<file path="src/rtl/rcdr_pkg.sv">
// ----------------------------------------------------------------------------
// rcdr_pkg: shared types and constants of the colour distance replace unit
// Fixed point widths, the per-stage item records and the blend function.
// ----------------------------------------------------------------------------
package rcdr_pkg;

  localparam int unsigned RADIUS_FRAC_BITS = 4;
  localparam int unsigned RATIO_FRAC_BITS  = 16;

  localparam int unsigned CH_W     = 8;
  localparam int unsigned RGB_W    = 3 * CH_W;
  localparam int unsigned RADIUS_W = 13;
  localparam int unsigned SQ_W     = 2 * CH_W;                   // one squared diff
  localparam int unsigned D2_W     = SQ_W + 2;                   // sum of three
  localparam int unsigned N_W      = D2_W + 2 * RADIUS_FRAC_BITS;
  localparam int unsigned M_W      = 2 * RADIUS_W;               // radius squared
  localparam int unsigned DIV_STEPS  = 2 * RATIO_FRAC_BITS;
  localparam int unsigned Q_W        = DIV_STEPS + 1;
  localparam int unsigned SQRT_STEPS = RATIO_FRAC_BITS + 1;
  localparam int unsigned RES_W      = Q_W + 1;
  localparam int unsigned P_W        = RATIO_FRAC_BITS + 1;
  localparam int unsigned BL_W       = P_W + CH_W + 1;

  localparam int unsigned CFG_IDX_W  = 8;
  localparam int unsigned CFG_DATA_W = RGB_W;

  // register indexes
  localparam logic [CFG_IDX_W-1:0] REG_KEY    = 8'd0;
  localparam logic [CFG_IDX_W-1:0] REG_TARGET = 8'd1;
  localparam logic [CFG_IDX_W-1:0] REG_RADIUS = 8'd2;
  localparam logic [CFG_IDX_W-1:0] REG_BYPASS = 8'd3;

  localparam logic [RADIUS_W-1:0] RADIUS_ONE = RADIUS_W'(1 << RADIUS_FRAC_BITS);
  localparam logic [P_W-1:0]      P_ONE      = P_W'(1 << RATIO_FRAC_BITS);

  typedef struct packed {
    logic [CH_W-1:0] alpha;
    logic [CH_W-1:0] red;
    logic [CH_W-1:0] green;
    logic [CH_W-1:0] blue;
    logic            hit;
  } pix_t;

  typedef struct packed {
    pix_t           pix;
    logic [Q_W-1:0] q;
    logic [M_W-1:0] r;
  } div_t;

  typedef struct packed {
    pix_t             pix;
    logic [Q_W-1:0]   x;
    logic [RES_W-1:0] res;
  } sqr_t;

  // floor((p*c + (1-p)*t) / 2^RATIO_FRAC_BITS)
  function automatic logic [CH_W-1:0] blend(logic [CH_W-1:0] c, logic [CH_W-1:0] t,
                                            logic [P_W-1:0] p);
    logic [BL_W-1:0] acc;
    acc = BL_W'(p) * BL_W'(c) + BL_W'(P_ONE - p) * BL_W'(t);
    return acc[RATIO_FRAC_BITS +: CH_W];
  endfunction

endpackage

</file>
<file path="src/rtl/rcdr_div_cell.sv">
// ----------------------------------------------------------------------------
// rcdr_div_cell: one quotient bit of the restoring ratio division
// Shifts the partial remainder, tries to subtract the divisor, records the bit.
// ----------------------------------------------------------------------------
module rcdr_div_cell import rcdr_pkg::*; (
  input  logic           clk_i,
  input  logic           rst_ni,
  input  logic [M_W-1:0] m_i,
  input  logic           valid_i,
  input  div_t           data_i,
  output logic           ready_o,
  output logic           valid_o,
  output div_t           data_o,
  input  logic           ready_i
);

  logic   valid_q;
  div_t   data_q, data_d;
  logic [M_W:0] r2;
  logic         ge;

  assign ready_o = !valid_q || ready_i;

  // trial subtract; a zero divisor yields a zero quotient
  always_comb begin
    r2 = {data_i.r, 1'b0};
    ge = (m_i != '0) && (r2 >= {1'b0, m_i});
    data_d     = data_i;
    data_d.q   = {data_i.q[Q_W-2:0], ge};
    data_d.r   = ge ? M_W'(r2 - {1'b0, m_i}) : r2[M_W-1:0];
  end

  always_ff @(posedge clk_i or negedge rst_ni) begin
    if (!rst_ni) begin
      valid_q <= 1'b0;
    end else if (ready_o) begin
      valid_q <= valid_i;
    end
  end

  always_ff @(posedge clk_i) begin
    if (ready_o) begin
      data_q <= data_d;
    end
  end

  assign valid_o = valid_q;
  assign data_o  = data_q;

endmodule

</file>
<file path="config.mk">
export PLATFORM = sky130hd
export DESIGN_NAME = rcdr_div_cell
export DESIGN_NICKNAME = d
export VERILOG_FILES = /design/src/rtl/rcdr_pkg.sv /design/src/rtl/rcdr_div_cell.sv
export SDC_FILE = /design/constraint.sdc
export NUM_CORES = 1
export LEC_CHECK = 0
export ABC_AREA = 1
export ABC_CLOCK_PERIOD_IN_PS = 7350
export BUFFER_PORTS_ARGS = -buffer_cell sky130_fd_sc_hd__buf_2
export CORE_ASPECT_RATIO = 1.75
export CORE_MARGIN = 3
export CORE_UTILIZATION = 53
export DETAILED_ROUTE_END_ITERATION = 8
export PLACE_DENSITY_LB_ADDON = 0.08
export SYNTH_ARGS = -nofsm -noshare
export SYNTH_HDL_FRONTEND = slang
export SYNTH_SLANG_ARGS = --single-unit
</file>
<file path="constraint.sdc">
create_clock -name clk_i -period 7.35 [get_ports clk_i]
set_input_delay 0.735 -clock clk_i [delete_from_list [all_inputs] [get_ports clk_i]]
set_output_delay 0.735 -clock clk_i [all_outputs]
set_load 0.01 [all_outputs]
</file>
==> run metrics <==
Placer Congestion=0.9232; status=complete, no violations; grt total ovfl=0; syn nets=766; ant diodes=0; cell area after synthesis=5360 um2; post-cts repair resize count=0; Synth top area share=0.5154; clock skew=0.005466 ns; worst hold-check path type=in -> async; Tcrit/Tclk final=0.3656; sequential area share after synthesis=0.5201; Initial Utilization=0.5442; Wirelength per Cell=16.49 um; clock root buffer master=clkbuf_16; initial antenna violation count=0; Die Span X=82.02 um; Syn Area/Cell=8.687 um2; Slew Limit Fails=0; drt first pass iters=6; largest net degree at the start of global routing=67; Via density=5.161; leading cell type in the layout, fill and taps excluded=nand2_1; Final min period=2.688 ns; FMAX=372.1 MHz; DP HPWL=13130 um; Clock Pin Slew Worst Setup and Hold Paths=0.06 ns; worst-path fanout max=26; CP Launch Type=input port; Final Hold Fails=0; Fin Setup TNS=0 ns; worst path required time=7.41 ns; Least-Margin Pin Slew=0.7836 ns; slew margin rel.=0.4776; RR Startpoint=valid_o; Post-CTS Setup Bufs=0; Final #Nets=986; main flop type after synthesis=edfxtp_1; Cells after Synth=617; worst reg-to-reg setup slack=5.53 ns; Setup Viol. Count Final=0; FF+latch count, synth=93; ANT nets after route=0; Peak VDD IR=0.0001549 V; Sw Share=0.2782; row count=48; met1 usage=0.2855; met3 track demand over resource=0.04811; layout cells sized above 1=0.3135; clock power share=0.299; final core utilization=0.6941; area delta synth->final=27.54%; Remaining DRCs=0; most frequent cells in the layout=nand2_1, buf_2, inv_1; GRT Max-Usage Layer=met2; Port Buffers=214; Gate power share=0.239; cell-internal power=0.001034 W; total wire length=15940 um; cell taking the most area after synthesis=edfxtp_1; Sequential Power Share=0.461; critical path class=in -> reg; crit-path cells=buf_2, inv_1, ha_1, nand2_1, nor2_2, nand2_1, nor2_1, nand2_1, nand3_1, nor2_4, nand2_8, nand2_4, nand2_1, nand2_1; RSZ-0062 raised after global routing=false; Yosys warning count=0; first-pass GRT wire length=23960 um; via count=4991; met2 track demand over resource=0.5156; initial drt markers=260; CTS Sinks=93; Max-Cap Viols=0; CTS tree=done; r2r endpoint=data_o[58]; critical path endpoint category=flop; reg2reg path depth=2; GR Util All Layers=0.2818; number of synthesized flops with an enable pin=92; IO Pins=216; cts hold-fix bufs=0; CTS buffer count=9; pwr dens=209.6 nW/um2; largest buffer count on any clock path=2; slowest CP cell=ha_1; H-tree depth=3; Synth area leaders=edfxtp_1, nand2_1, inv_1; die area=11400 um2; Die Span Y=139.0 um; Async S/R FF share, synth=0.01075; Skew-Pair Late Insertion Delay=0.32 ns; core box area=9849 um2; Switch Pwr=0.0003987 W; crit path DAT=2.74 ns; P_leak=3.589 nW; vias in the first global route=4875; synth unique cells=34; worst stage delay on the critical path=0.39 ns; Crit path top cell by count=nand2_1
## critical path: cells and delay by family
kind | cells | cell delay (ns)
adder cells (fa/ha/maj) | 1 | 0.39
buffers and inverters | 2 | 0.14
AND/OR/NAND/NOR | 11 | 1.45
## Yosys cell counts (2+ instances only)
master      n
nand2_1   226
nor3_1      5
nor2_1     30
nand2_2    12
nor2_2      5
nor2_4      3
edfxtp_1   92
nand4_1    12
inv_1      96
inv_2       7
buf_6       3
and2_1      2
nand3_1    50
xor2_1     11
o21ai_0     2
ha_1       26
a21oi_1    18
## through the flow
stage               area, um2  setup slack [ns]  cells  hold WS [ns]  total power (W)
CTS                      6837             4.694    967        0.1593         0.001441
global placement         6553             4.362    951        0.5107         0.001002
detailed placement       6553             4.355    951        0.5142         0.001012
finish                   6837             4.662    967        0.1722         0.001433
global route             6837             4.521    967        0.1504         0.001511
floorplan                5360             3.830    617        0.4394        0.0008775
## how the worst max path moves through the flow
stage             from    endpoint  slack [ns]
3_5_place_dp   m_i[24]  data_o[11]        4.35
3_3_place_gp   m_i[15]  data_o[17]        4.36
2_1_floorplan  ready_i     ready_o        3.83
6_report       m_i[15]  data_o[17]        4.66
5_1_grt        m_i[15]  data_o[11]        4.52
4_1_cts        m_i[24]  data_o[17]        4.69
## logic make-up after synthesis
family                     Yosys count  synth area share
and+or+nand+nor                    353            0.2894
xor gates and xnor gates            11           0.01797
adders and majority gates           27           0.06443
DFF                                 93            0.5201
AOI/OAI and AO/OA                   24           0.02661
buffers and inverters              109           0.08147
## state kept, by name, summed over array words and instances (netlist names)
signal   cells
data_o      92
valid_o      1
## layout make-up
cell class | instances | area (um2)
multi-input combinational | 415 | 2143
tap | 125 | 156.4
timing repair buffer | 215 | 1079
clock buffer | 11 | 232.7
fill | 829 | 3013
inverter | 103 | 386.6
sequential | 93 | 2788
clock inverter | 5 | 51.30
## power groups by stage
| stage | Combinational (W) | Sequential (W) | Clock (W) |
|---|---|---|---|
| 2_1_floorplan | 0.000174 | 0.000704 | 0 |
| 3_3_place_gp | 0.000333 | 0.000669 | 0 |
| 3_5_place_dp | 0.000340 | 0.000672 | 0 |
| 4_1_cts | 0.000342 | 0.000662 | 0.000437 |
| 5_1_grt | 0.000382 | 0.000665 | 0.000464 |
| 6_report | 0.000343 | 0.000661 | 0.000429 |
## layer usage
layer	vias up	share of wire
li1	2423	-
met1	2261	0.33
met2	249	0.54
met3	58	0.079
met4	0	0.054
met5	-	0
Note: power is estimated with default switching activity, not from simulation.
