--- config.mk ---
export PLATFORM = sky130hd
export DESIGN_NAME = rcdr_sqrt_cell
export DESIGN_NICKNAME = d
export VERILOG_FILES = /design/src/rtl/rcdr_pkg.sv /design/src/rtl/rcdr_sqrt_cell.sv
export SDC_FILE = /design/constraint.sdc
export NUM_CORES = 1
export LEC_CHECK = 0
export ABC_AREA = 1
export BUFFER_PORTS_ARGS = -buffer_cell sky130_fd_sc_hd__buf_2
export CAP_MARGIN = 5
export CORE_MARGIN = 2
export CORE_UTILIZATION = 51
export DETAILED_ROUTE_END_ITERATION = 16
export PLACE_DENSITY = 0.79
export SYNTH_ARGS = -nofsm -noshare
export SYNTH_HDL_FRONTEND = slang
export SYNTH_SLANG_ARGS = --single-unit
export TNS_END_PERCENT = 20
--- constraint.sdc ---
create_clock -name clk_i -period 3.1 [get_ports clk_i]
set_clock_uncertainty 0.1 [all_clocks]
set_input_delay 0.155 -clock clk_i [delete_from_list [all_inputs] [get_ports clk_i]]
set_output_delay 0.155 -clock clk_i [all_outputs]
set_load 0.03 [all_outputs]
--- src/rtl/rcdr_pkg.sv ---
// ----------------------------------------------------------------------------
// rcdr_pkg: shared types and constants of the colour distance replace unit
// Fixed point widths, the per-stage item records and the blend function.
// ----------------------------------------------------------------------------
package rcdr_pkg;

  localparam int unsigned RADIUS_FRAC_BITS = 4;
  localparam int unsigned RATIO_FRAC_BITS  = 16;

  localparam int unsigned CH_W     = 8;
  localparam int unsigned RGB_W    = 3 * CH_W;
  localparam int unsigned RADIUS_W = 13;
  localparam int unsigned SQ_W     = 2 * CH_W;                   // one squared diff
  localparam int unsigned D2_W     = SQ_W + 2;                   // sum of three
  localparam int unsigned N_W      = D2_W + 2 * RADIUS_FRAC_BITS;
  localparam int unsigned M_W      = 2 * RADIUS_W;               // radius squared
  localparam int unsigned DIV_STEPS  = 2 * RATIO_FRAC_BITS;
  localparam int unsigned Q_W        = DIV_STEPS + 1;
  localparam int unsigned SQRT_STEPS = RATIO_FRAC_BITS + 1;
  localparam int unsigned RES_W      = Q_W + 1;
  localparam int unsigned P_W        = RATIO_FRAC_BITS + 1;
  localparam int unsigned BL_W       = P_W + CH_W + 1;

  localparam int unsigned CFG_IDX_W  = 8;
  localparam int unsigned CFG_DATA_W = RGB_W;

  // register indexes
  localparam logic [CFG_IDX_W-1:0] REG_KEY    = 8'd0;
  localparam logic [CFG_IDX_W-1:0] REG_TARGET = 8'd1;
  localparam logic [CFG_IDX_W-1:0] REG_RADIUS = 8'd2;
  localparam logic [CFG_IDX_W-1:0] REG_BYPASS = 8'd3;

  localparam logic [RADIUS_W-1:0] RADIUS_ONE = RADIUS_W'(1 << RADIUS_FRAC_BITS);
  localparam logic [P_W-1:0]      P_ONE      = P_W'(1 << RATIO_FRAC_BITS);

  typedef struct packed {
    logic [CH_W-1:0] alpha;
    logic [CH_W-1:0] red;
    logic [CH_W-1:0] green;
    logic [CH_W-1:0] blue;
    logic            hit;
  } pix_t;

  typedef struct packed {
    pix_t           pix;
    logic [Q_W-1:0] q;
    logic [M_W-1:0] r;
  } div_t;

  typedef struct packed {
    pix_t             pix;
    logic [Q_W-1:0]   x;
    logic [RES_W-1:0] res;
  } sqr_t;

  // floor((p*c + (1-p)*t) / 2^RATIO_FRAC_BITS)
  function automatic logic [CH_W-1:0] blend(logic [CH_W-1:0] c, logic [CH_W-1:0] t,
                                            logic [P_W-1:0] p);
    logic [BL_W-1:0] acc;
    acc = BL_W'(p) * BL_W'(c) + BL_W'(P_ONE - p) * BL_W'(t);
    return acc[RATIO_FRAC_BITS +: CH_W];
  endfunction

endpackage

--- src/rtl/rcdr_sqrt_cell.sv ---
// ----------------------------------------------------------------------------
// rcdr_sqrt_cell: one root bit of the digit-by-digit square root
// Compares the remainder with root plus the cell's weight and updates both.
// ----------------------------------------------------------------------------
module rcdr_sqrt_cell import rcdr_pkg::*; (
  input  logic             clk_i,
  input  logic             rst_ni,
  input  logic [RES_W-1:0] weight_i,
  input  logic             valid_i,
  input  sqr_t             data_i,
  output logic             ready_o,
  output logic             valid_o,
  output sqr_t             data_o,
  input  logic             ready_i
);

  logic             valid_q;
  sqr_t             data_q, data_d;
  logic [RES_W-1:0] trial;
  logic             ge;

  assign ready_o = !valid_q || ready_i;

  // one root digit
  always_comb begin
    trial  = data_i.res + weight_i;
    ge     = ({1'b0, data_i.x} >= trial);
    data_d = data_i;
    if (ge) begin
      data_d.x   = Q_W'({1'b0, data_i.x} - trial);
      data_d.res = (data_i.res >> 1) + weight_i;
    end else begin
      data_d.res = data_i.res >> 1;
    end
  end

  always_ff @(posedge clk_i or negedge rst_ni) begin
    if (!rst_ni) begin
      valid_q <= 1'b0;
    end else if (ready_o) begin
      valid_q <= valid_i;
    end
  end

  always_ff @(posedge clk_i) begin
    if (ready_o) begin
      data_q <= data_d;
    end
  end

  assign valid_o = valid_q;
  assign data_o  = data_q;

endmodule

==> flow_summary.json <==
{
  "wl_um": 41400,
  "dieArea_um2": 21500,
  "crit_path_end_kind": "flop",
  "slew_violations": 0,
  "seq_area_frac_synth_pct": 29.2,
  "ant_nets": 0,
  "cp_max_fo": 9,
  "yosysWarnings": 0,
  "n_antenna_cell": 0,
  "cts_tree": "done",
  "dp_cells": 2293,
  "relSlewSlack_pct": 55.6,
  "synth_top_flop_cell": "edfxtp_1",
  "drcViolationCount": 0,
  "status": "finished with violations",
  "pre_cts_ws_ns": -0.953,
  "hold_ws_ns": 0.0102,
  "cpPeakStageDelay_ns": 0.35,
  "initial_core_util_pct": 51.6,
  "synthArstFlopShare_pct": 0.990,
  "clock_latency_ns": 0.37,
  "cp_num_buf_inv": 3,
  "post-route-period-util_pct": 119,
  "multi_input_area_um2": 6900,
  "h-tree-depth": 3,
  "synth_top_cells_by_area": "edfxtp_1 29%, nand2_1 18%, ha_1 12%",
  "drv_cap": 0,
  "drtIter0Drc": 998,
  "synth_seq_cells": 101,
  "grt_setup_unrepaired": "true",
  "finalInstanceArea_um2": 15500,
  "grt_pass1_wl_um": 62700,
  "worst_pin_slew_ns": 0.661,
  "num_vias": 13100,
  "synth_top_area_share_pct": 29.0,
  "dp_hpwl_um": 29900,
  "post_synth_instance_area_um2": 10400,
  "grt_overflow_total": 0,
  "max_freq_mhz": 271,
  "setup_ws_ns": -0.584,
  "syn_area_per_cell_um2": 6.80,
  "portBuffers": 239,
  "first_pass_iters": 6,
  "critPathArrivalTime_ns": 3.81,
  "grt_usage_pct": 37.1,
  "hold_path_class": "in2reg",
  "root_buffer": "clkbuf_16",
  "syn_to_final_growth_pct": 49.8,
  "crit_path_frequent_cell": "nand2_1",
  "gp_congestion": 0.986,
  "p_per_area_nw_per_um2": 484,
  "die_w_um": 147,
  "fin_crit_ns": 3.68,
  "synth-edff-count": 100,
  "peakVddDrop_mv": 0.331,
  "core_um2": 20100,
  "rows": 52,
  "worstSetupStartpointType": "input port",
  "cts_buffers": 9,
  "syn_inst": 1525,
  "clk_pin_slew_worst_paths_ns": 0.08,
  "n_fill_cell": 1407,
  "via_per_inst": 5.50,
  "crit_family": "simple AND/OR/NAND/NOR gates",
  "criticalPathCategory": "in2reg",
  "antenna_found_initial": 0,
  "leakagePower_nw": 8.14,
  "fin_cells": 2387,
  "crit_slowest_cell": "ha_1",
  "violations": "setup timing",
  "whs_path_depth": 3,
  "final_common_cell": "nand2_1",
  "crit_required_ns": 3.23,
  "wire_per_inst_um": 17.4,
  "hold_violations": 0,
  "cts.sinks": 101,
  "syn_nets": 1765,
  "dpl_cell_area_um2": 13900,
  "synth_top_cell_by_area": "edfxtp_1",
  "setup_viol": 67,
  "worst-r2r-cell-count": 2,
  "mostFrequentLayoutCells": "457 x nand2_1, 289 x buf_4, 236 x buf_2, 192 x inv_1, 129 x nand3_1",
  "nNetsFinal": 2352,
  "ys_types": 37,
  "grt_max_degree": 44,
  "path_depth": 26,
  "first_global_vias": 12900,
  "clockBufferDepth": 2,
  "io_pins": 240,
  "drive_gt1_share_pct": 31.4,
  "die_h_um": 147,
  "register_area_um2": 3030
}
## cell usage after synthesis (2+ instances only)
cell and number:
o21bai_1 14, ha_1 99, nand2_1 491, a31oi_1 7, o21ai_0 63, buf_2 9
inv_1 195, fa_1 3, xor2_1 48, nand3_1 142, and2_1 2, buf_4 5
o21a_1 4, nor2_1 136, nand4_1 13, a21o_1 12, nand2_2 6, xnor2_1 17
o221a_2 2, a21boi_0 2, buf_6 6, nor4_1 7, edfxtp_1 100, nor2_2 2
a21oi_1 108, nor3_1 21
## metrics by stage
| step | setup TNS [ns] | util (%) | power [mW] |
|---|---|---|---|
| 3_5_place_dp | -62.11 | 69.4 | 5.79 |
| 6_report | -34.87 | 77.2 | 7.51 |
| 5_1_grt | -51.50 | 77.2 | 7.92 |
| 4_1_cts | -20.85 | 76.1 | 7.27 |
| 2_1_floorplan | -67.28 | - | 4.20 |
| 3_3_place_gp | -56.06 | 69.4 | 5.71 |
## where the power goes
group          internal (mW)  total, mW  leakage (nW)  switching, mW
clock                  0.567       1.18         0.142          0.616
sequential              1.76       1.82          1.02         0.0577
combinational           1.84       4.50          6.98           2.66
## final cells by class
cell class,instances,share of cell area (%)
multi-input cells,1207,44.5
clock buffers,9,1.45
flip-flops and latches,101,19.5
well taps,270,2.18
repair buffers,597,27.2
clock inverters,7,0.427
inverters,196,4.76
## tightest hold or removal path, delay by kind of cell
family	cells	cell delay (ns)
AND/OR/NAND/NOR	2	0.10
buffers and inverters	1	0.11
## sequential cells by signal, summed over array words and instances, names as in the netlist
register / flops
data_o: 100
valid_o: 1
## metal layers
| layer | part of all wire [%] | GRT usage, % | vias up |
|---|---|---|---|
| li1 | - | - | 6224 |
| met1 | 37 | 42.8 | 5996 |
| met2 | 48 | 65.5 | 723 |
| met3 | 7.9 | 4.53 | 188 |
| met4 | 6.9 | 23.3 | 0 |
| met5 | 0 | 0 | - |
## timing repair
action                                  CTS  global route
gates cloned                              4             1
endpoints found under the hold margin    57             0
buffers inserted                         10             6
endpoints found under the setup margin   67            67
hold buffers                             58             0
pin swaps                                13            21
resized for setup                        68            49
## cell families after synthesis
group           Yosys count  share of synthesized area, %
compound gates          215                          11.5
fa+ha+maj               102                          12.5
simple gates            825                          32.7
xor+xnor                 65                          5.49
flops                   101                          29.2
buf+inv                 217                          8.58
## final timing paths
kind,start,endpoint,slack (ns)
setup / recovery,data_i[7],data_o[58],-0.58
hold / removal,data_i[44],data_o[44],0.01
setup reg to reg,valid_o,data_o[5],1.32
hold reg to reg,valid_o,valid_o,0.91
max in group asynchronous,rst_ni,valid_o,2.24
min in group asynchronous,rst_ni,valid_o,0.55
Note: power is estimated with default switching activity, not from simulation.
